## src/hdl/gqi_pkg.sv

```systemverilog
// Shared types and constants for the gyro quaternion integrator.
// No dependencies; used by the top level, the multiplier and the checker.
package gqi_pkg;

    localparam int QDIM      = 4;
    localparam int IN_W      = 104;
    localparam int OUT_W     = 128;
    localparam int MUL_W     = 33;
    localparam int PROD_W    = 64;

    localparam logic [31:0] SCALE_RESET    = 32'd37480;
    localparam logic [31:0] ONE_Q30        = 32'h4000_0000;
    localparam logic [29:0] HALF_ANGLE_MAX = 30'h3FFF_FFFF;

    // Subtract flags of the derivative terms, bit {component, term}
    localparam logic [15:0] NEG_MASK = 16'h284E;

    typedef enum logic [3:0] {
        ST_IDLE,
        ST_HMUL,
        ST_ANG,
        ST_VEC,
        ST_SHIFT,
        ST_SQ,
        ST_SQRT,
        ST_DIV_INIT,
        ST_DIV,
        ST_OUT
    } gqi_state_t;

    // Operand pair for the shared multiplier
    typedef struct packed {
        logic signed [MUL_W-1:0] a;
        logic signed [MUL_W-1:0] b;
    } gqi_mul_req_t;

endpackage

```

## src/hdl/gqi_mul.sv

```systemverilog
// Shared signed 33x33 multiplier with a registered product.
// Depends on gqi_pkg for operand and product widths.
module gqi_mul (
    input  logic                          clk,
    input  gqi_pkg::gqi_mul_req_t         req,
    output logic signed [gqi_pkg::PROD_W-1:0] prod
);
    import gqi_pkg::*;

    logic signed [2*MUL_W-1:0] full;
    logic signed [PROD_W-1:0]  prod_reg;

    // Full product; only the low 64 bits are ever significant
    assign full = req.a * req.b;

    always_ff @(posedge clk)
    begin
        prod_reg <= full[PROD_W-1:0];
    end

    assign prod = prod_reg;

endmodule

```

## config.mk

```make
export PLATFORM = sky130hd
export DESIGN_NAME = gqi_mul
export DESIGN_NICKNAME = d
export VERILOG_FILES = /design/src/hdl/gqi_pkg.sv /design/src/hdl/gqi_mul.sv
export SDC_FILE = /design/constraint.sdc
export NUM_CORES = 2
export LEC_CHECK = 0
export BUFFER_PORTS_ARGS = -buffer_cell sky130_fd_sc_hd__buf_4
export CAP_MARGIN = 40
export CORE_UTILIZATION = 45
export CTS_CLUSTER_DIAMETER = 120
export DETAILED_ROUTE_END_ITERATION = 12
export GPL_TIMING_DRIVEN = 0
export PLACE_DENSITY = 0.61
export RECOVER_POWER = 100
export SLEW_MARGIN = 20
export SYNTH_ARGS = -nofsm -noshare
export SYNTH_HDL_FRONTEND = slang
export SYNTH_SLANG_ARGS = --single-unit
export TNS_END_PERCENT = 10
```

## constraint.sdc

```tcl
create_clock -name clk -period 9.6 [get_ports clk]
set_input_delay 0.96 -clock clk [delete_from_list [all_inputs] [get_ports clk]]
set_output_delay 0.96 -clock clk [all_outputs]
set_load 0.005 [all_outputs]
```

==> metrics.yaml <==
layout:
  nets: 5819
  area_growth_pct: 9.05
  final_util_pct: 49.6
  largest_reg_flops: 64
  nFillCells: 8362
  finalInstanceArea_um2: 43100
  drive_gt1_share_pct: 5.11
worst_hold_path:
  hold_depth: 2
  hp-class: "input pin to flop"
  holdPathEnd: "prod[0]"
  hp-start: "req[33]"
sta:
  maxSlewViolCount: 0
  fin_hold_ws_ps: 869
  setup_viol: 0
  maxSlewHeadroom_pct: 33.2
  min_period_over_period_pct: 97.5
  max_freq_mhz: 107
  worst_pin_slew_ps: 1000
  finalCriticalPeriod_ps: 9360
  final-hold-violation-count: 0
  rsz0062_at_grt: "false"
floorplanning:
  io_pins: 131
  core_um2: 86900
  die-width_um: 298
  die_area_um2: 89100
  rows: 108
  start_util_pct: 45.5
  die_h_um: 298
global_route:
  grt_max_degree: 25
  grt_usage_pct: 33.4
  antenna_found_initial: 19
  grtUsageMet2_pct: 52.6
  grtUsageMet3_pct: 7.35
  grt_use_met1_pct: 41.3
  top_usage_layer: "met2"
  grt-ovfl-total: 0
  grt_pass1_wl_um: 212000
  grt_pass1_vias: 32200
synth:
  yosysWarnings: 0
  syn-num-nets: 5611
  async_flop_share_pct: 0
  synth_edf_count: 0
  yosys_register_bits: 64
  seq_area_frac_synth_pct: 3.24
  ys.flop_type: "dfxtp_1"
  netlist_area_um2: 39500
  syn_avg_cell_area_um2: 9.40
  ys_types: 57
  synth_cells: 4207
run_status:
  status: "complete, no violations"
clock_network:
  cts_root_buf: "clkbuf_16"
  numCtsBuffers: 9
  cts.sinks: 64
  cts_tree: "yes"
  htree_num_levels: 3
  clock_path_buffers: 2
  clk_pin_slew_ps: 60
detailed_routing:
  drt-initial-drc-count: 2481
  dr.pass1.iters: 6
  via_per_inst: 5.39
  finalWirelength_um: 144000
  final_antenna_net_count: 0
  routedWlPerCell_um: 25.8
  drc: 0
  vias: 30100
worst_setup_path:
  worstSetupStartpointType: "input pin"
  path_class: "input pin to flop"
  endpoint_kind: "flop"
  critical_path.max_fanout: 15
  crit_required_ps: 9870
  cp.arrival_ps: 9640
  worst-path-stages: 28
  slowest_stage: "fa_1"
  critPathMaxStageDelay_ps: 750
  critPathMostFrequentCell: "fa_1"
  cp_num_buf_inv: 9
  critPathTopFamily: "adder cells"
job:
  maxCapViolCount: 0
place:
  io_buffers: 130
  placed_area_um2: 42600
  dpl.hpwl_um: 126000
  globalplace.congestion: 1.06
[final cells by class]
cell class	instances	area, um^2	share of cell area (%)
inverters	1086	4080	9.47
multi-input cells	2835	33400	77.4
flip-flops and latches	64	1280	2.97
repair buffers	199	1760	4.07
diodes	8	20.0	0.0464
well taps	1155	1450	3.35
clock inverters	5	81.3	0.189
clock buffers	10	229	0.531
plain buffers	220	831	1.93
[how the worst max path moves through the flow]
stage             from       end  slack (ps)
3_3_place_gp    req[9]  prod[60]        -800
2_1_floorplan  req[65]  prod[63]        1380
3_5_place_dp    req[0]  prod[60]        -510
5_1_grt         req[0]  prod[54]           4
6_report        req[0]  prod[48]         240
4_1_cts        req[65]  prod[60]          20
[cell families after synthesis]
kind of cell               Yosys count  share of synthesized area, %
xor gates and xnor gates            76                          1.68
adders and majority gates         1337                          63.7
buffers and inverters             1308                          12.4
AOI/OAI and AO/OA                  200                          3.25
and+or+nand+nor                   1221                          15.7
muxes                                1                        0.0253
DFF                                 64                          3.24
[metal layers]
layer / vias up / wire length, um
li1: 12400 / -
met1: 15600 / 52300
met2: 1671 / 65800
met3: 455 / 14200
met4: 4 / 11900
met5: - / 31
[synth_stat cells, types with 9 or more instances]
| master | n | share of area, % |
|---|---|---|
| fa_1 | 1125 | 57 |
| inv_1 | 1086 | 10 |
| clkbuf_1 | 222 | 2.1 |
| xnor2_1 | 55 | 1.2 |
| ha_1 | 212 | 6.7 |
| a21oi_1 | 69 | 0.87 |
| nand4_1 | 12 | 0.19 |
| o21ai_0 | 29 | 0.37 |
| a21o_1 | 18 | 0.34 |
| o21a_1 | 18 | 0.34 |
| and2_1 | 548 | 8.7 |
| nor2_1 | 18 | 0.17 |
| xor2_1 | 21 | 0.47 |
| dfxtp_1 | 64 | 3.2 |
| nor3_1 | 11 | 0.14 |
| nand3_1 | 18 | 0.23 |
| nor2b_1 | 32 | 0.51 |
| nand2b_1 | 9 | 0.14 |
| nand2_1 | 547 | 5.2 |
[metrics by stage]
stage,setup slack (ps),instances,setup TNS [ps]
2_1_floorplan,1380,4207,0
3_3_place_gp,-801,5492,-7270
4_1_cts,16.3,5557,0
6_report,236,5582,0
3_5_place_dp,-510,5544,-2770
5_1_grt,3.71,5576,0
[what timing repair did]
action                                  CTS  global route
gates resized for setup                   3            12
endpoints found under the setup margin    3            11
buffers inserted                          0             6
hold buffers                              0             0
[cell usage in the layout (no fill, tap or decap), types with 6 or more instances in the layout]
master	n
a211oi_1	8
a21o_1	18
a21oi_1	69
a31oi_1	6
and2_1	544
and3_1	6
buf_4	70
buf_6	48
buf_8	15
clkbuf_1	225
clkbuf_16	9
clkbuf_4	58
dfxtp_1	64
diode_2	8
fa_1	1123
ha_1	212
inv_1	1084
nand2_1	547
nand2b_1	9
nand3_1	17
nand4_1	12
nor2_1	18
nor2b_1	32
nor3_1	11
o211ai_1	7
o21a_1	18
o21ai_0	33
o21bai_1	7
xnor2_1	55
xor2_1	21
Power is not shown: default switching activity piles up to over one toggle a cycle in this logic, so the estimate is an artifact.
